**config.mk**
```make
export PLATFORM = sky130hd
export DESIGN_NAME = trimmed_mean_offset_averager
export DESIGN_NICKNAME = d
export VERILOG_FILES = /design/src/sv/tmoa_pkg.sv /design/src/sv/tmoa_divider.sv /design/src/sv/tmoa_bias_store.sv /design/src/sv/trimmed_mean_offset_averager.sv
export SDC_FILE = /design/constraint.sdc
export NUM_CORES = 1
export LEC_CHECK = 0
export CAP_MARGIN = 20
export CORE_MARGIN = 10
export CORE_UTILIZATION = 39
export CTS_CLUSTER_DIAMETER = 100
export DETAILED_ROUTE_END_ITERATION = 12
export DONT_BUFFER_PORTS = 1
export GPL_TIMING_DRIVEN = 0
export MAX_ROUTING_LAYER = met4
export SYNTH_ARGS = -nofsm -noshare
export SYNTH_HDL_FRONTEND = slang
export SYNTH_SLANG_ARGS = --single-unit
```
**constraint.sdc**
```tcl
create_clock -name clk -period 6.57 [get_ports clk]
set_clock_uncertainty 0.1 [all_clocks]
set_input_delay 0.657 -clock clk [delete_from_list [all_inputs] [get_ports clk]]
set_output_delay 0.657 -clock clk [all_outputs]
set_load 0.01 [all_outputs]
```
**src/sv/tmoa_pkg.sv**
```systemverilog
// Shared constants, register codes and divider interface types for the
// trimmed-mean offset averager. No dependencies.
package tmoa_pkg;

	localparam int NUM_CHANNELS_DFLT = 16;

	localparam int CHAN_W      = 4;
	localparam int SAMPLE_W    = 12;
	localparam int COUNT_W     = 7;
	localparam int BIAS_W      = 13;
	localparam int SUM_W       = 19;
	localparam int NUM_W       = 22;
	localparam int MAG_W       = 21;
	localparam int RESULT_W    = 14;
	localparam int DIV_STEP_W  = 5;
	localparam int CFG_IDX_W   = 1;
	localparam int CFG_DATA_W  = 12;
	localparam int IN_DATA_W   = 16;
	localparam int OUT_DATA_W  = 24;

	localparam logic [COUNT_W-1:0] SAMPLE_COUNT_RST = 7'd10;
	localparam logic [COUNT_W-1:0] SAMPLE_COUNT_MIN = 7'd3;
	localparam logic [COUNT_W-1:0] TRIM_DROP        = 7'd2;

	localparam logic [CFG_IDX_W-1:0] CFG_SAMPLE_COUNT = 1'b0;
	localparam logic [CFG_IDX_W-1:0] CFG_TARGET_VALUE = 1'b1;

	localparam logic FUNC_CALIBRATE = 1'b0;
	localparam logic FUNC_SAMPLE    = 1'b1;

	typedef struct packed {
		logic               start;
		logic [MAG_W-1:0]   mag;
		logic [COUNT_W-1:0] divisor;
	} tmoa_div_req_t;

	typedef struct packed {
		logic             busy;
		logic [MAG_W-1:0] quo;
	} tmoa_div_sts_t;

endpackage

```
**src/sv/tmoa_divider.sv**
```systemverilog
// Bit-serial restoring divider, one quotient bit per cycle.
// Depends on tmoa_pkg for widths and the request/status structs.
module tmoa_divider import tmoa_pkg::*; (
	input  logic          clk,
	input  logic          arst_n,
	input  tmoa_div_req_t req,
	output tmoa_div_sts_t sts
);

	logic                  busy_q;
	logic [DIV_STEP_W-1:0] step_q;
	logic [COUNT_W-1:0]    rem_q;
	logic [MAG_W-1:0]      quo_q;
	logic [COUNT_W-1:0]    dvs_q;

	logic [COUNT_W:0]      rem_sh;
	logic                  ge;
	logic [COUNT_W:0]      rem_sub;

	assign rem_sh  = {rem_q, quo_q[MAG_W-1]};
	assign ge      = rem_sh >= {1'b0, dvs_q};
	assign rem_sub = rem_sh - {1'b0, dvs_q};

	always_ff @(posedge clk or negedge arst_n) begin
		if (!arst_n) begin
			busy_q <= 1'b0;
			step_q <= '0;
		end else if (req.start) begin
			busy_q <= 1'b1;
			step_q <= '0;
		end else if (busy_q) begin
			if (step_q == DIV_STEP_W'(MAG_W - 1)) begin
				busy_q <= 1'b0;
			end else begin
				step_q <= step_q + 1'b1;
			end
		end
	end

	always_ff @(posedge clk) begin
		if (req.start) begin
			rem_q <= '0;
			quo_q <= req.mag;
			dvs_q <= req.divisor;
		end else if (busy_q) begin
			// The remainder always stays below the divisor, so it fits in COUNT_W bits.
			rem_q <= ge ? rem_sub[COUNT_W-1:0] : rem_sh[COUNT_W-1:0];
			quo_q <= {quo_q[MAG_W-2:0], ge};
		end
	end

	assign sts.busy = busy_q;
	assign sts.quo  = quo_q;

endmodule

```
**src/sv/tmoa_bias_store.sv**
```systemverilog
// Per-channel bias memory with a registered read and reset-cleared valid bits,
// so unwritten entries read as zero. Depends on tmoa_pkg.
module tmoa_bias_store import tmoa_pkg::*; #(
	parameter int NUM_CHANNELS = NUM_CHANNELS_DFLT
) (
	input  logic                     clk,
	input  logic                     arst_n,
	input  logic                     we,
	input  logic [CHAN_W-1:0]        wr_chan,
	input  logic signed [BIAS_W-1:0] wr_data,
	input  logic                     rd_en,
	input  logic [CHAN_W-1:0]        rd_chan,
	output logic signed [BIAS_W-1:0] rd_data
);

	localparam int AW = (NUM_CHANNELS > 1) ? $clog2(NUM_CHANNELS) : 1;

	logic signed [BIAS_W-1:0] mem [NUM_CHANNELS];
	logic signed [BIAS_W-1:0] mem_q;
	logic [NUM_CHANNELS-1:0]  valid_q;
	logic                     hit_q;

	logic          wr_ok;
	logic          rd_ok;
	logic [AW-1:0] wr_idx;
	logic [AW-1:0] rd_idx;

	// Channels past the end of the store are ignored on write and read as zero.
	assign wr_ok  = we && (int'(wr_chan) < NUM_CHANNELS);
	assign rd_ok  = int'(rd_chan) < NUM_CHANNELS;
	assign wr_idx = AW'(wr_chan);
	assign rd_idx = AW'(rd_chan);

	always_ff @(posedge clk) begin
		if (wr_ok) begin
			mem[wr_idx] <= wr_data;
		end
		if (rd_en) begin
			mem_q <= mem[rd_idx];
		end
	end

	always_ff @(posedge clk or negedge arst_n) begin
		if (!arst_n) begin
			valid_q <= '0;
			hit_q   <= 1'b0;
		end else begin
			if (wr_ok) begin
				valid_q[wr_idx] <= 1'b1;
			end
			if (rd_en) begin
				hit_q <= rd_ok && valid_q[rd_idx];
			end
		end
	end

	assign rd_data = hit_q ? mem_q : '0;

endmodule

```
**src/sv/trimmed_mean_offset_averager.sv**
```systemverilog
// Top level of the trimmed-mean offset averager: run tracking, control,
// output register. Depends on tmoa_pkg, tmoa_bias_store and tmoa_divider.
//
//  channel | direction | tdata / data bits                       | tuser
//  --------+-----------+-----------------------------------------+-------------
//  s_*     | in        | [3:0] channel, [15:4] sample            | [0] func
//  m_*     | out       | [3:0] out_channel, [17:4] corrected_val | none
//  cfg_*   | in        | cfg_index 0 = sample_count, 1 = target  | none
//
// A calibrate word or a sample word that does not close a run is taken without
// holding the input. A sample word that closes a run holds the input until its
// result is loaded: the channel bias is read from the bias memory, the numerator
// is formed and the divider started, the bit-serial divider produces one quotient
// bit per cycle, and the output register is loaded. Reset clears the run state
// and sets the configuration to its defaults; the bias memory reads as zero
// until an entry is calibrated. A stalled output only holds the block when a
// new result is ready while the previous one still waits in the output register.
module trimmed_mean_offset_averager import tmoa_pkg::*; #(
	parameter int NUM_CHANNELS = NUM_CHANNELS_DFLT
) (
	input  logic                  clk,
	input  logic                  arst_n,
	input  logic                  s_tvalid,
	output logic                  s_tready,
	input  logic [IN_DATA_W-1:0]  s_tdata,   // [3:0] channel, [15:4] sample
	input  logic [0:0]            s_tuser,   // [0] func
	output logic                  m_tvalid,
	input  logic                  m_tready,
	output logic [OUT_DATA_W-1:0] m_tdata,   // [3:0] out_channel, [17:4] corrected_value
	input  logic                  cfg_we,
	input  logic [CFG_IDX_W-1:0]  cfg_index,
	input  logic [CFG_DATA_W-1:0] cfg_data
);

	typedef enum logic [2:0] {
		ST_IDLE   = 3'b001,
		ST_RDBIAS = 3'b010,
		ST_DIV    = 3'b100
	} state_t;

	state_t state_q;

	// Configuration registers.
	logic [COUNT_W-1:0]  sample_count_q;
	logic [SAMPLE_W-1:0] target_value_q;

	// Running statistics of the current run.
	logic [SUM_W-1:0]    run_sum_q;
	logic [SAMPLE_W-1:0] run_max_q;
	logic [SAMPLE_W-1:0] run_min_q;
	logic [COUNT_W-1:0]  run_count_q;
	logic [CHAN_W-1:0]   run_chan_q;

	logic neg_q;

	// Output register.
	logic                m_tvalid_q;
	logic [CHAN_W-1:0]   out_chan_q;
	logic [RESULT_W-1:0] out_value_q;

	// Input word fields.
	logic                in_func;
	logic [CHAN_W-1:0]   in_chan;
	logic [SAMPLE_W-1:0] in_sample;

	logic s_accept;
	logic cal_we;
	logic smp_acc;
	logic run_first;
	logic run_end;

	logic [CHAN_W-1:0]        run_chan_nx;
	logic [COUNT_W-1:0]       count_nx;
	logic [COUNT_W-1:0]       n_eff;
	logic signed [BIAS_W-1:0] cal_bias;
	logic signed [BIAS_W-1:0] bias_rd;

	// Numerator path, evaluated in the bias read cycle.
	logic [COUNT_W-1:0]              divisor;
	logic [SUM_W-1:0]                trimmed;
	logic signed [BIAS_W+COUNT_W:0]  prod;
	logic signed [NUM_W-1:0]         num;
	logic [MAG_W-1:0]                mag;

	logic [RESULT_W-1:0] quo_trunc;
	logic [RESULT_W-1:0] result;
	logic                out_load;

	tmoa_div_req_t div_req;
	tmoa_div_sts_t div_sts;

	assign in_func   = s_tuser[0];
	assign in_chan   = s_tdata[CHAN_W-1:0];
	assign in_sample = s_tdata[CHAN_W+SAMPLE_W-1:CHAN_W];

	// Words are taken only when no run end is being worked on.
	assign s_tready = (state_q == ST_IDLE);
	assign s_accept = s_tvalid && s_tready;
	assign cal_we   = s_accept && (in_func == FUNC_CALIBRATE);
	assign smp_acc  = s_accept && (in_func == FUNC_SAMPLE);

	assign cal_bias = $signed({1'b0, target_value_q}) - $signed({1'b0, in_sample});

	// The first sample of a run fixes its channel. A run length below the
	// minimum is raised to it, so the divisor is never zero.
	assign run_first   = (run_count_q == '0);
	assign run_chan_nx = run_first ? in_chan : run_chan_q;
	assign count_nx    = run_count_q + 1'b1;
	assign n_eff       = (sample_count_q < SAMPLE_COUNT_MIN) ? SAMPLE_COUNT_MIN : sample_count_q;
	assign run_end     = smp_acc && (count_nx >= n_eff);

	tmoa_bias_store #(
		.NUM_CHANNELS(NUM_CHANNELS)
	) u_bias_store (
		.clk     (clk),
		.arst_n  (arst_n),
		.we      (cal_we),
		.wr_chan (in_chan),
		.wr_data (cal_bias),
		.rd_en   (run_end),
		.rd_chan (run_chan_nx),
		.rd_data (bias_rd)
	);

	// The bias is added as bias*(n-2) before the division so that the
	// truncation toward zero covers the mean and the bias together.
	assign divisor = run_count_q - TRIM_DROP;
	assign trimmed = run_sum_q - SUM_W'(run_max_q) - SUM_W'(run_min_q);
	assign prod    = bias_rd * $signed({1'b0, divisor});
	assign num     = $signed({{(NUM_W-SUM_W){1'b0}}, trimmed}) + NUM_W'(prod);
	assign mag     = num[NUM_W-1] ? MAG_W'(-num) : MAG_W'(num);

	assign div_req.start   = (state_q == ST_RDBIAS);
	assign div_req.mag     = mag;
	assign div_req.divisor = divisor;

	tmoa_divider u_divider (
		.clk    (clk),
		.arst_n (arst_n),
		.req    (div_req),
		.sts    (div_sts)
	);

	// Only the low result bits are kept, so the sign is applied after truncation.
	assign quo_trunc = div_sts.quo[RESULT_W-1:0];
	assign result    = neg_q ? (~quo_trunc + 1'b1) : quo_trunc;
	assign out_load  = (state_q == ST_DIV) && !div_sts.busy && (!m_tvalid_q || m_tready);

	always_ff @(posedge clk or negedge arst_n) begin
		if (!arst_n) begin
			sample_count_q <= SAMPLE_COUNT_RST;
			target_value_q <= '0;
		end else if (cfg_we) begin
			case (cfg_index)
				CFG_SAMPLE_COUNT: sample_count_q <= cfg_data[COUNT_W-1:0];
				CFG_TARGET_VALUE: target_value_q <= cfg_data;
				default: ;
			endcase
		end
	end

	always_ff @(posedge clk or negedge arst_n) begin
		if (!arst_n) begin
			state_q     <= ST_IDLE;
			run_count_q <= '0;
			run_sum_q   <= '0;
			run_max_q   <= '0;
			run_min_q   <= '0;
			run_chan_q  <= '0;
			neg_q       <= 1'b0;
		end else begin
			case (state_q)
				ST_IDLE: begin
					if (smp_acc) begin
						run_chan_q  <= run_chan_nx;
						run_count_q <= count_nx;
						if (run_first) begin
							run_sum_q <= SUM_W'(in_sample);
							run_max_q <= in_sample;
							run_min_q <= in_sample;
						end else begin
							run_sum_q <= run_sum_q + SUM_W'(in_sample);
							if (in_sample > run_max_q) begin
								run_max_q <= in_sample;
							end
							if (in_sample < run_min_q) begin
								run_min_q <= in_sample;
							end
						end
					end
					if (run_end) begin
						state_q <= ST_RDBIAS;
					end
				end
				ST_RDBIAS: begin
					neg_q       <= num[NUM_W-1];
					run_count_q <= '0;
					state_q     <= ST_DIV;
				end
				ST_DIV: begin
					if (out_load) begin
						state_q <= ST_IDLE;
					end
				end
				default: state_q <= ST_IDLE;
			endcase
		end
	end

	always_ff @(posedge clk or negedge arst_n) begin
		if (!arst_n) begin
			m_tvalid_q <= 1'b0;
		end else if (out_load) begin
			m_tvalid_q <= 1'b1;
		end else if (m_tready) begin
			m_tvalid_q <= 1'b0;
		end
	end

	always_ff @(posedge clk) begin
		if (out_load) begin
			out_chan_q  <= run_chan_q;
			out_value_q <= result;
		end
	end

	assign m_tvalid = m_tvalid_q;
	assign m_tdata  = {{(OUT_DATA_W-CHAN_W-RESULT_W){1'b0}}, out_value_q, out_chan_q};

	// A run end always moves on to the bias read.
	a_run_end_reads_bias: assert property (@(posedge clk) disable iff (!arst_n)
		run_end |=> state_q == ST_RDBIAS)
		else $error("run end did not start the bias read");

	// The divider is only started while idle.
	a_div_start_idle: assert property (@(posedge clk) disable iff (!arst_n)
		div_req.start |-> !div_sts.busy)
		else $error("divider started while busy");

	// A new result appears only as the divider finishes.
	a_result_from_div: assert property (@(posedge clk) disable iff (!arst_n)
		$rose(m_tvalid) |-> $past(state_q == ST_DIV) && $past(!div_sts.busy))
		else $error("result word without a finished division");

	// The run count is cleared once its result is on the way.
	a_count_cleared: assert property (@(posedge clk) disable iff (!arst_n)
		state_q == ST_DIV |-> run_count_q == '0)
		else $error("run count not cleared during division");

endmodule

```
# After elaboration in Yosys (flattened, before gate mapping)
# Memories as Yosys holds them, arrays and structs flattened. A register that Yosys moved wholly into a read port is not among the register bits.
# Cells that the tools add are included.
[word_totals] ff_bits=154 mem_bits_rw=208 inputBits=35 output_inout_bits=26 wordCells=108 mem_count=1
[op_classes] addsub=11 n_mul=1 order_cmp=8 eq_ne=8 n_mux=32 bitwise=4 reduce_logical=24
[memory_table] name="u_bias_store.mem" depth=16 width=13 rd=1 rd_ports_with_merged_regs=1 write_ports=1 line_no="tmoa_bias_store.sv:18" source="logic signed [BIAS_W-1:0] mem [NUM_CHANNELS];"
[op_table] cell="two-way mux 21 bit" count=3
[op_table] cell="two-way mux 12 bit" count=4
[op_table] cell="subtractor 19 x 12 -> 19 bit" count=2
[op_table] cell="adder 20 x 21 -> 22 bit" count=1
[op_table] cell="multiplier 13 x 8 -> 21 bit" count=1
[op_table] cell="two-way mux 7 bit" count=3
[op_table] cell="negation 21 bit" count=1
[op_table] cell="adder 19 x 12 -> 19 bit" count=1
[op_table] cell="two-way mux 19 bit" count=1
[op_table] cell="bitwise OR 16 bit" count=1
[op_table] cell="two-way mux 5 bit" count=3
[op_table] cell="adder 14 x 1 -> 14 bit, second input constant" count=1
[op_table] cell="two-way mux 14 bit" count=1
[op_table] cell="NOT 14 bit" count=1
[op_table] cell="one-hot mux 7 bit (2 select lines)" count=1
[op_table] cell="two-way mux 13 bit" count=1
[op_table] cell="subtractor 12 x 12 -> 13 bit" count=1
[op_table] cell="> comparator 12 bit" count=1
[op_table] cell="< comparator 12 bit" count=1
[op_table] cell="AND reduction 2 bit" count=6
[op_table] cell="< comparator 4 x 5 -> 1 bit, second input constant" count=2
[op_table] cell="nonzero test 2 bit" count=5
[op_table] cell="two-way mux 1 bit" count=9
[op_table] cell="one-hot mux 3 bit (3 select lines)" count=1
[op_table] cell="24 further kinds" count=36

# Logic depth before layout (Yosys ltp)
# Gate-level depths: netlist of the first run.
[depth] word_depth=6 depth_mapped=32 ltp_nobuf=31

# Modules after synthesis
# From an unflattened synthesis of the first run, not the netlist that was laid out.
[unflattened] cells_unflattened=1830 area_unflattened_um2=22848.2
[modules_own_cells] mod="trimmed_mean_offset_averager" n_inst=1 cells_each=1265 area_each_um2=11517.3 seq_area_each_um2=2496.1
[modules_own_cells] mod="tmoa_bias_store" n_inst=1 cells_each=379 area_each_um2=9095.0 seq_area_each_um2=7061.8
[modules_own_cells] mod="tmoa_divider" n_inst=1 cells_each=186 area_each_um2=2235.9 seq_area_each_um2=1131.1

# Worst setup path before layout of the first run
# OpenSTA, ideal clock, no wires.
[synth_timing] path_kind="flip-flop to flip-flop" start="register run_sum_q[0]" end="register u_divider.quo_q[2], data pin" setup_ns=0.260 arrival_time_ns=6.865 t_required_ns=6.210 slack_ns=-0.656 stages_incl_launch_ff=31 n_path_buf=1 synth_period_minus_slack_ns=7.226 cell_sequence="dfrtp_1 > fa_1 > fa_1 > a21o_1 > a21oi_1 > o21bai_1 > a21oi_1 > o21ba_2 > o21ai_0 > o21ai_0 > nand2b_1 > a211oi_1 > nor2_1 > fa_1 > inv_1 > fa_1 > fa_1 > fa_1 > inv_1 > ha_1 > a21o_1 > a21o_1 > a31oi_2 > o211ai_1 > a31o_2 > a21oi_2 > xnor2_1 > buf_2 > and2b_1 > xnor2_1 > o21ai_0"
[synth_via] elab_chain_len=6
[synth_lines] item="start, declared" line_no="trimmed_mean_offset_averager.sv:48" source="logic [SUM_W-1:0] run_sum_q;"
[synth_lines] item="start signal, assigned" line_no="trimmed_mean_offset_averager.sv:178" source="run_sum_q <= SUM_W'(in_sample);"
[synth_lines] item="start signal, assigned" line_no="trimmed_mean_offset_averager.sv:182" source="run_sum_q <= run_sum_q + SUM_W'(in_sample);"
[synth_lines] item="subtractor 19 x 12 -> 19 bit * (2 in a row)" line_no="trimmed_mean_offset_averager.sv:128" source="assign trimmed = run_sum_q - SUM_W'(run_max_q) - SUM_W'(run_min_q);"
[synth_lines] item="adder 20 x 21 -> 22 bit *" line_no="trimmed_mean_offset_averager.sv:130" source="assign num = $signed({{(NUM_W-SUM_W){1'b0}}, trimmed}) + NUM_W'(prod);"
[synth_lines] item="negation 21 bit" line_no="trimmed_mean_offset_averager.sv:131" source="assign mag = num[NUM_W-1] ? MAG_W'(-num) : MAG_W'(num);"
[synth_lines] item="two-way mux 21 bit *" line_no="trimmed_mean_offset_averager.sv:131"
[synth_lines] item="two-way mux 21 bit *" line_no="tmoa_divider.sv:41" source="if (req.start) begin"
[synth_lines] item="end signal, assigned" line_no="tmoa_divider.sv:43" source="quo_q <= req.mag;"
[synth_lines] item="end signal, assigned" line_no="tmoa_divider.sv:48" source="quo_q <= {quo_q[MAG_W-2:0], ge};"
[synth_lines] item="end, declared" line_no="tmoa_divider.sv:13" source="logic [MAG_W-1:0] quo_q;"
# Mark *: on every way between the ends. The rest lies on a longest branch, timed or not.
# A chain may end at the register's enable or synchronous reset.

# Worst setup path after layout of the first run
[layout_timing] start="register run_min_q[0]" end="register u_divider.quo_q[20], data pin"
[layout_via] elab_chain_len=5
[layout_lines] item="start, declared" line_no="trimmed_mean_offset_averager.sv:50" source="logic [SAMPLE_W-1:0] run_min_q;"
[layout_lines] item="start signal, assigned" line_no="trimmed_mean_offset_averager.sv:180" source="run_min_q <= in_sample;"
[layout_lines] item="start signal, assigned" line_no="trimmed_mean_offset_averager.sv:187" source="run_min_q <= in_sample;"
[layout_lines] item="subtractor 19 x 12 -> 19 bit *" line_no="trimmed_mean_offset_averager.sv:128"
[layout_lines] item="adder 20 x 21 -> 22 bit *" line_no="trimmed_mean_offset_averager.sv:130"
[layout_lines] item="negation 21 bit" line_no="trimmed_mean_offset_averager.sv:131"
[layout_lines] item="two-way mux 21 bit *" line_no="trimmed_mean_offset_averager.sv:131"
[layout_lines] item="two-way mux 21 bit *" line_no="tmoa_divider.sv:41"
# Marked as above.

==> results of run 1 <==
worst max-delay path by stage:
stage                 startpoint                   to  slack [ns]  cells after the start
floorplan           run_min_q[0]  u_divider.quo_q[19]       -0.15                     30
global placement    run_max_q[2]  u_divider.quo_q[20]       -0.92                     28
detailed placement  run_max_q[0]  u_divider.quo_q[11]       -0.96                     30
CTS                 run_min_q[0]  u_divider.quo_q[20]       -0.61                     29
global route        run_min_q[0]  u_divider.quo_q[20]       -0.99                     30
finish              run_min_q[0]  u_divider.quo_q[20]       -0.68                     30
registers in the layout, indices dropped and copies added, names as in the netlist, 4 cells and up:
signal / count
run_count_q: 7
run_max_q: 12
u_bias_store.valid_q: 16
run_sum_q: 19
sample_count_q: 7
u_divider.step_q: 5
run_chan_q: 4
u_bias_store.mem_q: 13
out_value_q: 14
u_divider.dvs_q: 7
out_chan_q: 4
u_divider.quo_q: 21
run_min_q: 12
u_divider.rem_q: 7
u_bias_store.mem: 208
target_value_q: 12
cell type report:
class / count / area [um2]
plain buffers: 93 / 439
clock buffers: 52 / 1100
clock inverters: 22 / 214
fillers: 5384 / 31600
inverters: 206 / 773
multi-input cells: 1415 / 11200
flip-flops and latches: 375 / 10700
well taps: 765 / 957
repair buffers: 51 / 497
per-stage QoR:
| stage | util, % | hold WS (ns) | TNS, ns | area [um2] |
|---|---|---|---|---|
| 2_1_floorplan | - | 0.261 | -1.11 | 22800 |
| 3_3_place_gp | 41.4 | 0.265 | -16.96 | 23800 |
| 3_5_place_dp | 42.0 | 0.265 | -17.57 | 24100 |
| 4_1_cts | 45.0 | 0.0642 | -11.68 | 25800 |
| 5_1_grt | 45.1 | 0.0970 | -19.29 | 25900 |
| 6_report | 45.1 | 0.0857 | -11.94 | 25900 |
cell families after synthesis:
logic type	Yosys count	share of synthesized area, %
AOI/OAI and AO/OA	389	11.5
buffers and inverters	299	5.32
and+or+nand+nor	640	13.2
xor gates and xnor gates	95	3.68
other	1	0.0166
muxes	46	2.12
DFF	375	47.3
adders and majority gates	239	16.9
timing repair:
item / CTS / global route
hold buffers: 2 / 0
pin swaps: 38 / 11
endpoints found under the setup margin: 21 / 21
resized for setup: 45 / 9
cloned: 2 / 0
endpoints found under the hold margin: 101 / 0
buffers inserted: 18 / 3
Yosys cell counts (13+ instances only):
master / instances
nand3_1: 27
nand2b_1: 23
or2_2: 24
and2_1: 60
fa_1: 109
nand2_1: 266
xor2_1: 37
nor2_1: 142
mux2_2: 15
o21ai_0: 76
a311oi_1: 29
ha_1: 130
clkbuf_1: 54
nor2b_1: 13
dfrtp_1: 98
mux2i_1: 31
edfxtp_1: 267
buf_2: 17
a21oi_1: 80
a211oi_1: 80
a31oi_1: 33
a21o_1: 22
xnor2_1: 58
nor3_1: 21
inv_1: 205
routing by layer:
| layer | global-route usage [%] | up-vias |
|---|---|---|
| li1 | - | 7404 |
| met1 | 22.7 | 7937 |
| met2 | 28.8 | 409 |
| met3 | 2.78 | 77 |
| met4 | 4.49 | 0 |
| met5 | - | - |
placed cells by master (no fill, tap or decap), types with 12 or more instances in the layout:
cell type and n:
dfrtp_1 98, and2_1 60, buf_4 38, o21ai_0 51, nand2_1 257, a21oi_1 74
mux2i_1 31, xnor2_2 14, ha_1 120, edfxtp_1 267, clkbuf_16 42, nand2b_1 22
buf_2 16, nor3_1 18, xnor2_1 43, o21ai_1 24, mux2_2 15, nand3_1 26
inv_1 195, a311oi_1 28, or2_2 24, nor2_1 139, nor2b_1 12, xor2_1 34
clkbuf_1 63, a211oi_1 79, fa_1 107, a21o_1 22, a31oi_1 33, buf_6 18
critical path, delay by kind of cell, from the launching register on:
kind                     cells  cell delay [ns]
AO/OA/AOI/OAI               14             2.41
XOR/XNOR                     2             0.30
adder cells (fa/ha/maj)      7             2.99
buffers and inverters        3             0.17
flip-flops                   1             0.37
AND/OR/NAND/NOR              4             0.68
==> metrics.md, run 1 <==
| Metric | Value |
|---|---|
| Status | `finished with violations` |
| Failing checks | `setup timing` |
| DR vias/cell | `between 5 and 6` |
| Final setup violation count | `21` |
| CP Capture Type | `flip-flop` |
| Post-DRT Antenna Nets | `0` |
| Via count of the routed design | `15827` |
| Synth Register Bits | `375` |
| GRT Util Overall | `17.7%` |
| CTS tree | `built` |
| Synth area leaders | `edfxtp_1 (35%), dfrtp_1 (11%), fa_1 (9.7%), ha_1 (7.2%), nand2_1 (4.4%)` |
| Max-cap violation count | `0` |
| Final hold viol count | `0` |
| Die Height | `261 um` |
| Yosys warning count | `0` |
| Setup ws final | `-0.681 ns` |
| Skew-Pair Late Insertion Delay | `just under 0.6 ns` |
| Slew margin rel. | `32.4%` |
| Row cnt | `88` |
| Primary FF master, synth | `edfxtp_1` |
| Nets | `2457` |
| Hold wc startpoint | `cfg_data[3]` |
| Leading area contributor after synthesis | `edfxtp_1` |
| Async set or reset register ratio after synthesis | `26.9%` |
| CTS clk-pin slew, worst paths | `roughly 0.06 ns` |
| CTS H-Tree Depth | `2` |
| Largest net degree at the start of global routing | `approximately 100` |
| Fmax | `138 MHz` |
| Minimum clock period | `approximately 7.3 ns` |
| Die width | `261 um` |
| RSZ-0062 raised after global routing | `yes` |
| DR top layer | `met4` |
| Post-Route WL | `58300 um` |
| Total CTS buffers | `41` |
| ANT cells | `0` |
| Top-area cell type share of the netlist area | `a little over a third` |
| Worst reg-to-reg path cell count | `30` |
| Cell Area, Synth | `0.0226 mm2` |
| Starting density of the core | `about 39%` |
| Met3 WL | `3040 um` |
| Most used cell, CP | `fa_1` |
| Slowest stage delay, CP | `0.58 ns` |
| Nature of the critical path startpoint | `flip-flop` |
| Hold Path End | `sample_count_q[3]` |
| Clock tree buffer depth | `3` |
| Dpl ws | `-0.960 ns` |
| End of the worst register-to-register path | `u_divider.quo_q[20]` |
| First-pass GRT wire length | `90900 um` |
| WL met2 | `28500 um` |
| Number of global-route vias before repair | `15670` |
| Reg2reg setup slack | `-0.68 ns` |
| Finished Layout Cells | `2979` |
| DRC | `0` |
| Drt first pass iters | `6` |
| Final Cycle Share | `110%` |
| WL met1 | `25400 um` |
| Share of cells above drive strength 1 | `12.7%` |
| Cells after synthesis | `2084` |
| Crit path arrival time | `7.47 ns` |
| Io pins | `61` |
| Setup Crit Path Kind | `flip-flop to flip-flop` |
| Routability cong. | `0.962` |
| Initial antenna violation count | `0` |
| Root buffer cell | `clkbuf_16` |
| Avg Cell Area, Syn | `10.8 um2` |
| WL/cell | `19.6 um` |
| Crit-path max FO | `5` |
| Dpl hpwl | `roughly 44000 um` |
| PortBufs | `0` |
| Core area | `0.0575 mm2` |
| Synth unique cells | `79` |
| CP max-delay cell | `fa_2` |
| Share of the yosys chip area belonging to registers | `between 40 and 50%` |
| Placed insts | `2880` |
| EDFF count, synth | `267` |
| FF-to-FF Start | `run_min_q[0]` |
| Area Growth Syn to Fin | `14.7%` |
| Iter 0 DRT Violations | `1279` |
| Hold crit path type | `primary input to flip-flop` |
| Max-slew violations | `0` |
| Hold Path Cell Cnt | `2` |
| Worst slew pin tran | `between 1 and 1.5 ns` |
| CTS Sinks | `375` |
| Die area | `0.0679 mm2` |
| Gr ovfl total | `0` |
| CP required | `between 6 and 7 ns` |
Power of run 1 is not shown: default switching activity piles up to over one toggle a cycle in this logic, so the estimate is an artifact.
==> run 2, diff against run 1 <==
Settings changed: CORE_UTILIZATION 39 to 45.
==> run 2 against run 1 <==
- die area fell by 12%
- first-iteration DRC count fell by 11%
- worst setup slack got worse by 0.079 ns
- the flow still finishes with violations (setup timing)
- register-to-register slack got worse by 0.08 ns
- largest cell class unchanged
- worst hold slack improved by 0.0042 ns
- via count fell by 0.70%
- critical path type unchanged
- non-clock buffer count did not move
==> metrics.md, run 2 (synthesis gave the netlist of run 1 again) <==
| Metric | Value |
|---|---|
| Status | `finished with violations (unchanged)` |
| Failing checks | `setup timing (unchanged)` |
| Multi-input gate area | `0.0113 mm2 (was 0.0112 mm2)` |
| Finished Layout Cells | `2889 (was 2979)` |
| Most common cell after layout, fill and taps aside | `edfxtp_1 (unchanged)` |
| Final Cycle Share | `112% (was 110%)` |
| Io pins | `61 (unchanged)` |
| Via count of the routed design | `15717 (was 15827)` |
| RSZ-0062 raised after global routing | `yes (unchanged)` |
| Biggest regs | `u_bias_store.mem (208), u_divider.quo_q (21), run_sum_q (19) (unchanged)` |
| Dpl hpwl | `43400 um (was 44000 um)` |
| Reg2reg setup slack | `-0.76 ns (was -0.68 ns)` |
| Initial antenna violation count | `0 (unchanged)` |
| Iter 0 DRT Violations | `1143 (was 1279)` |
| Gr ovfl total | `0 (unchanged)` |
| Hold crit path type | `primary input to flip-flop (unchanged)` |
| CP max-delay cell | `fa_2 (unchanged)` |
| WL/cell | `20.0 um (was 19.6 um)` |
| Post-Route WL | `57700 um (was 58300 um)` |
| CTS tree | `built (unchanged)` |
| Root buffer cell | `clkbuf_16 (unchanged)` |
| Die area | `0.0596 mm2 (was 0.0679 mm2)` |
| Clock tree buffer depth | `3 (unchanged)` |
| First-pass GRT wire length | `89200 um (was 90900 um)` |
| Top reg by flops | `u_bias_store.mem (unchanged)` |
| Area Growth Syn to Fin | `14.7% (about the same)` |
| Fmax | `136 MHz (was 138 MHz)` |
| ANT cells | `0 (unchanged)` |
| Nets | `2458 (was 2457)` |
| Final setup violation count | `21 (unchanged)` |
| Largest net degree at the start of global routing | `102 (unchanged)` |
| Most Crowded Layer GR | `met2 (unchanged)` |
| Row cnt | `82 (was 88)` |
| Number of global-route vias before repair | `15657 (was 15670)` |
| Crit. path cell count | `29 (was 30)` |
| CP required | `6.78 ns (was 6.79 ns)` |
| CTS clk-pin slew, worst paths | `0.06 ns (about the same)` |
| DRC | `0 (unchanged)` |
| Minimum clock period | `7.33 ns (was 7.25 ns)` |
| Setup Crit Path Kind | `flip-flop to flip-flop (unchanged)` |
| Met2 global-route usage | `32.3% (was 28.8%)` |
| End of the worst register-to-register path | `u_divider.quo_q[20] (unchanged)` |
| Most frequent cells in the layout | `edfxtp_1 (267), nand2_1 (258), inv_1 (195) (was edfxtp_1 (267), nand2_1 (257), inv_1 (195))` |
| Nature of the critical path startpoint | `flip-flop (unchanged)` |
| GRT Util Overall | `19.6% (was 17.7%)` |
| Crit path to | `u_divider.quo_q[20] (unchanged)` |
| CP bufs+invs | `3 (unchanged)` |
| CTS H-Tree Depth | `2 (unchanged)` |
| Max-slew violations | `0 (unchanged)` |
| Starting density of the core | `45.3% (was 39.3%)` |
| Core area | `0.0499 mm2 (was 0.0575 mm2)` |
| CP Capture Type | `flip-flop (unchanged)` |
| Skew-Pair Late Insertion Delay | `0.59 ns (was 0.58 ns)` |
| Post-DRT Antenna Nets | `0 (unchanged)` |
| Die Height | `244 um (was 261 um)` |
| Setup ws final | `-0.760 ns (was -0.681 ns)` |
| Drt first pass iters | `5 (was 6)` |
| Crit path arrival time | `7.54 ns (was 7.47 ns)` |
| Placed insts | `2788 (was 2880)` |
| Crit-path max FO | `4 (was 5)` |
| CP Launch Point | `run_max_q[0] (was run_min_q[0])` |
| Max-cap violation count | `0 (unchanged)` |
| Share of cells above drive strength 1 | `13.2% (was 12.7%)` |
| Worst reg-to-reg path cell count | `29 (was 30)` |
| Slew margin rel. | `32.0% (was 32.4%)` |
| Final hold viol count | `0 (unchanged)` |
| Routability cong. | `0.931 (was 0.962)` |
| Slowest stage delay, CP | `0.58 ns (about the same)` |
| GRT met1 Usage | `24.1% (was 22.7%)` |
| DR vias/cell | `5.44 (was 5.31)` |
| Layout fillers | `4438 (was 5384)` |
| Most used cell, CP | `fa_1 (unchanged)` |
| Max reg flops | `208 (unchanged)` |
| Worst path top cell family by delay | `adder cells (unchanged)` |
| PortBufs | `0 (unchanged)` |
| Worst slew pin tran | `1.01 ns (about the same)` |
| Total CTS buffers | `42 (was 41)` |
| FF-to-FF Start | `run_max_q[0] (was run_min_q[0])` |
| Sequential Area | `0.0107 mm2 (unchanged)` |
| M3 GR Usage | `3.23% (was 2.78%)` |
| Die width | `244 um (was 261 um)` |
| CTS Sinks | `375 (unchanged)` |
-- run 2: cell types whose count changed in the layout (fill, tap and decap cells not counted), moves of 3 or more --
cell	delta
clkbuf_1	+4
nor2_1	-3
clkinv_1	-5
o21ai_1	-4
-- run 2: repair_timing --
item | 4_1_cts | 5_1_grt
gates resized for setup | 43 | 19
hold buffers | 2 | 0
pin swaps | 39 | 32
buffers inserted | 14 | 8
cloned | 1 | 0
hold endpoints to repair | 101 | 0
setup endpoints to repair | 21 | 21
-- run 2: how the worst min path moves through the flow --
stage	cells past startpoint	slack, ns	end	from
after global routing	2	0.09	sample_count_q[3]	cfg_data[3]
after detailed placement	0	0.27	neg_q	arst_n
after floorplan	0	0.26	m_tvalid	arst_n
after CTS	2	0.06	sample_count_q[3]	cfg_data[3]
after global placement	0	0.26	neg_q	arst_n
final	2	0.09	sample_count_q[3]	cfg_data[3]
-- run 2: cell type report --
class	count	area share, %
multi-input cells	1415	43.6
well taps	672	3.24
clock inverters	20	0.946
clock buffers	57	4.39
flip-flops and latches	375	41.2
inverters	206	2.98
repair buffers	51	1.86
plain buffers	93	1.69
-- run 2: worst register-to-register path, delay by kind of cell, from the launching register on --
family                     cells  cell delay [ns]
AOI/OAI and AO/OA             14             2.58
xor gates and xnor gates       3             0.71
adders and majority gates      7             2.94
buffers and inverters          3             0.16
DFF                            1             0.37
and+or+nand+nor                2             0.22
-- run 2: per-layer routing --
metal	vias to the layer above	wire (um)	part of all wire, %
li1	7395	-	-
met4	0	2130	3.7
met3	114	2820	4.9
met1	7816	24500	42
met5	-	0	0
met2	392	28300	49
-- run 2: per-stage QoR --
| stage | TNS (ns) | hold WS, ns | cell area (um2) | setup WS, ns | utilization [%] |
|---|---|---|---|---|---|
| 2_1_floorplan | -1.11 | 0.261 | 22800 | -0.148 | - |
| 3_3_place_gp | -16.94 | 0.265 | 23700 | -0.935 | 47.5 |
| 3_5_place_dp | -18.57 | 0.265 | 24000 | -1.04 | 48.2 |
| 4_1_cts | -13.17 | 0.0600 | 25700 | -0.719 | 51.6 |
| 5_1_grt | -21.03 | 0.0930 | 25900 | -1.07 | 52.0 |
| 6_report | -14.38 | 0.0899 | 25900 | -0.760 | 52.0 |
Power of run 2 is left out for the same reason.
==> run 3, diff against run 2 <==
Settings changed: PLACE_DENSITY set to 0.66.
==> run 3 against run 2 <==
- the run still ends with setup timing left
- cell count fell by 0.10%
- global-route usage is 0.28 points lower
- routed wire length fell by 1.4%
- first-iteration DRC count is 3.4% lower
- cell area down 0.26%
- fmax is 0.85% higher
- critical path type unchanged
==> metrics.md, run 3 (synthesis gave the netlist of run 1 again) <==
| Metric | Value |
|---|---|
| Status | `finished with violations (unchanged)` |
| Failing checks | `setup timing (unchanged)` |
| Row cnt | `82 (unchanged)` |
| Routability cong. | `0.914 (was 0.931)` |
| Gr ovfl total | `0 (unchanged)` |
| CTS Sinks | `375 (unchanged)` |
| Biggest regs | `u_bias_store.mem (208), u_divider.quo_q (21), run_sum_q (19) (unchanged)` |
| Die area | `0.0596 mm2 (unchanged)` |
| Most used cell, CP | `fa_1 (unchanged)` |
| GRT Util Overall | `19.4% (was 19.6%)` |
| Fmax | `138 MHz (was 136 MHz)` |
| Total CTS buffers | `40 (was 42)` |
| RSZ-0062 raised after global routing | `yes (unchanged)` |
| Final Cycle Share | `111% (was 112%)` |
| PortBufs | `0 (unchanged)` |
| Final hold viol count | `0 (unchanged)` |
| Nature of the critical path startpoint | `flip-flop (unchanged)` |
| CTS tree | `built (unchanged)` |
| Clock tree buffer depth | `3 (unchanged)` |
| Hold crit path type | `primary input to flip-flop (unchanged)` |
| Initial antenna violation count | `0 (unchanged)` |
| Hold wc startpoint | `cfg_data[3] (unchanged)` |
| Number of global-route vias before repair | `15701 (was 15657)` |
| Iter 0 DRT Violations | `1104 (was 1143)` |
| Crit-path max FO | `8 (was 4)` |
| Worst slew pin tran | `1.04 ns (was 1.01 ns)` |
| Most frequent cells in the layout | `edfxtp_1 (267), nand2_1 (257), inv_1 (196) (was edfxtp_1 (267), nand2_1 (258), inv_1 (195))` |
| Largest net degree at the start of global routing | `102 (unchanged)` |
| Setup ws final | `-0.698 ns (was -0.760 ns)` |
| DRC | `0 (unchanged)` |
| Top reg by flops | `u_bias_store.mem (unchanged)` |
| Final Instance Area | `0.0258 mm2 (was 0.0259 mm2)` |
| First-pass GRT wire length | `89100 um (was 89200 um)` |
| Sequential Area | `0.0107 mm2 (unchanged)` |
| Reg2reg setup slack | `-0.70 ns (was -0.76 ns)` |
| Most common cell after layout, fill and taps aside | `edfxtp_1 (unchanged)` |
| Layout fillers | `4373 (was 4438)` |
| Starting density of the core | `45.3% (unchanged)` |
| Max-cap violation count | `0 (unchanged)` |
| CP Capture Type | `flip-flop (unchanged)` |
| Slew margin rel. | `30.1% (was 32.0%)` |
| CP required | `6.78 ns (about the same)` |
| WL/cell | `19.7 um (was 20.0 um)` |
| CP max-delay cell | `fa_2 (unchanged)` |
| Skew-Pair Late Insertion Delay | `0.58 ns (was 0.59 ns)` |
| Drt first pass iters | `7 (was 5)` |
| Max-slew violations | `0 (unchanged)` |
| Area Growth Syn to Fin | `14.4% (was 14.7%)` |
| FF-to-FF Start | `run_max_q[0] (unchanged)` |
| Die Height | `244 um (unchanged)` |
| Io pins | `61 (unchanged)` |
| Die width | `244 um (unchanged)` |
| Multi-input gate area | `0.0113 mm2 (about the same)` |
| Crit path arrival time | `7.48 ns (was 7.54 ns)` |
| Minimum clock period | `7.27 ns (was 7.33 ns)` |
| Min Hold Slack | `0.0882 ns (was 0.0899 ns)` |
| Post-DRT Antenna Nets | `0 (unchanged)` |
| Core area | `0.0499 mm2 (unchanged)` |
| Nets | `2458 (unchanged)` |
| CP Launch Point | `run_max_q[0] (unchanged)` |
| Max reg flops | `208 (unchanged)` |
| CTS clk-pin slew, worst paths | `0.06 ns (about the same)` |
| Dpl cell area | `0.0240 mm2 (about the same)` |
| Dpl hpwl | `42800 um (was 43400 um)` |
| Root buffer cell | `clkbuf_16 (unchanged)` |
| Final setup violation count | `21 (unchanged)` |
| Post-Route WL | `56900 um (was 57700 um)` |
| Dpl ws | `-0.933 ns (was -1.04 ns)` |
| Setup Crit Path Kind | `flip-flop to flip-flop (unchanged)` |
| Worst path top cell family by delay | `adder cells (unchanged)` |
| Util after Layout | `51.8% (was 52.0%)` |
| ANT cells | `0 (unchanged)` |
| Via count of the routed design | `15838 (was 15717)` |
| CP bufs+invs | `4 (was 3)` |
| DR vias/cell | `5.49 (was 5.44)` |
| Slowest stage delay, CP | `0.59 ns (was 0.58 ns)` |
| Share of cells above drive strength 1 | `13.2% (about the same)` |
| CTS H-Tree Depth | `2 (unchanged)` |
run 3: cell types whose count changed in the layout (fill, tap and decap cells not counted), sizes merged:
cell,change
clkinv,+1
bufinv,-3
clkbuf,-2
buf,+2
clkinvlp,-1
run 3: timing repair:
| item | CTS | global route |
|---|---|---|
| pin swaps | 41 | 38 |
| gates cloned | 1 | 0 |
| gates resized for setup | 45 | 21 |
| endpoints found under the hold margin | 101 | 0 |
| setup endpoints to repair | 21 | 21 |
| buffers inserted | 9 | 13 |
| hold buffers | 2 | 0 |
run 3: path summary, 6_finish.rpt:
check | end | depth (start not counted)
worst max-delay path | u_divider.quo_q[20] | 30
worst min-delay path | sample_count_q[3] | 2
worst max register to register | u_divider.quo_q[20] | 30
worst min register to register | u_bias_store.valid_q[3] | 1
max in group asynchronous | run_min_q[2] | 2
min in group asynchronous | run_count_q[0] | 2
run 3: metal layers:
layer  GRT usage [%]  wire, um  up-vias
li1                -         -     7396
met1            24.5     24000     7895
met2            32.2     28400      457
met3            2.67      3050       90
met4            5.33      1420        0
met5               -         0        -
run 3: metrics by stage:
stage,TNS [ns],instances
2_1_floorplan,-1.11,2089
3_3_place_gp,-16.59,2761
3_5_place_dp,-17.37,2789
4_1_cts,-11.92,2873
5_1_grt,-18.25,2886
6_report,-12.91,2886
run 3: layout make-up:
cell class                      count  area share (%)
Timing Repair Buffer               53            1.94
Clock inverter                     17           0.639
Tap cell                          672            3.25
Inverter                          206            2.99
Sequential cell                   375            41.4
Multi-Input combinational cell   1415            43.8
Buffer                             93            1.70
Clock buffer                       55            4.29
Power of run 3 is left out for the same reason.
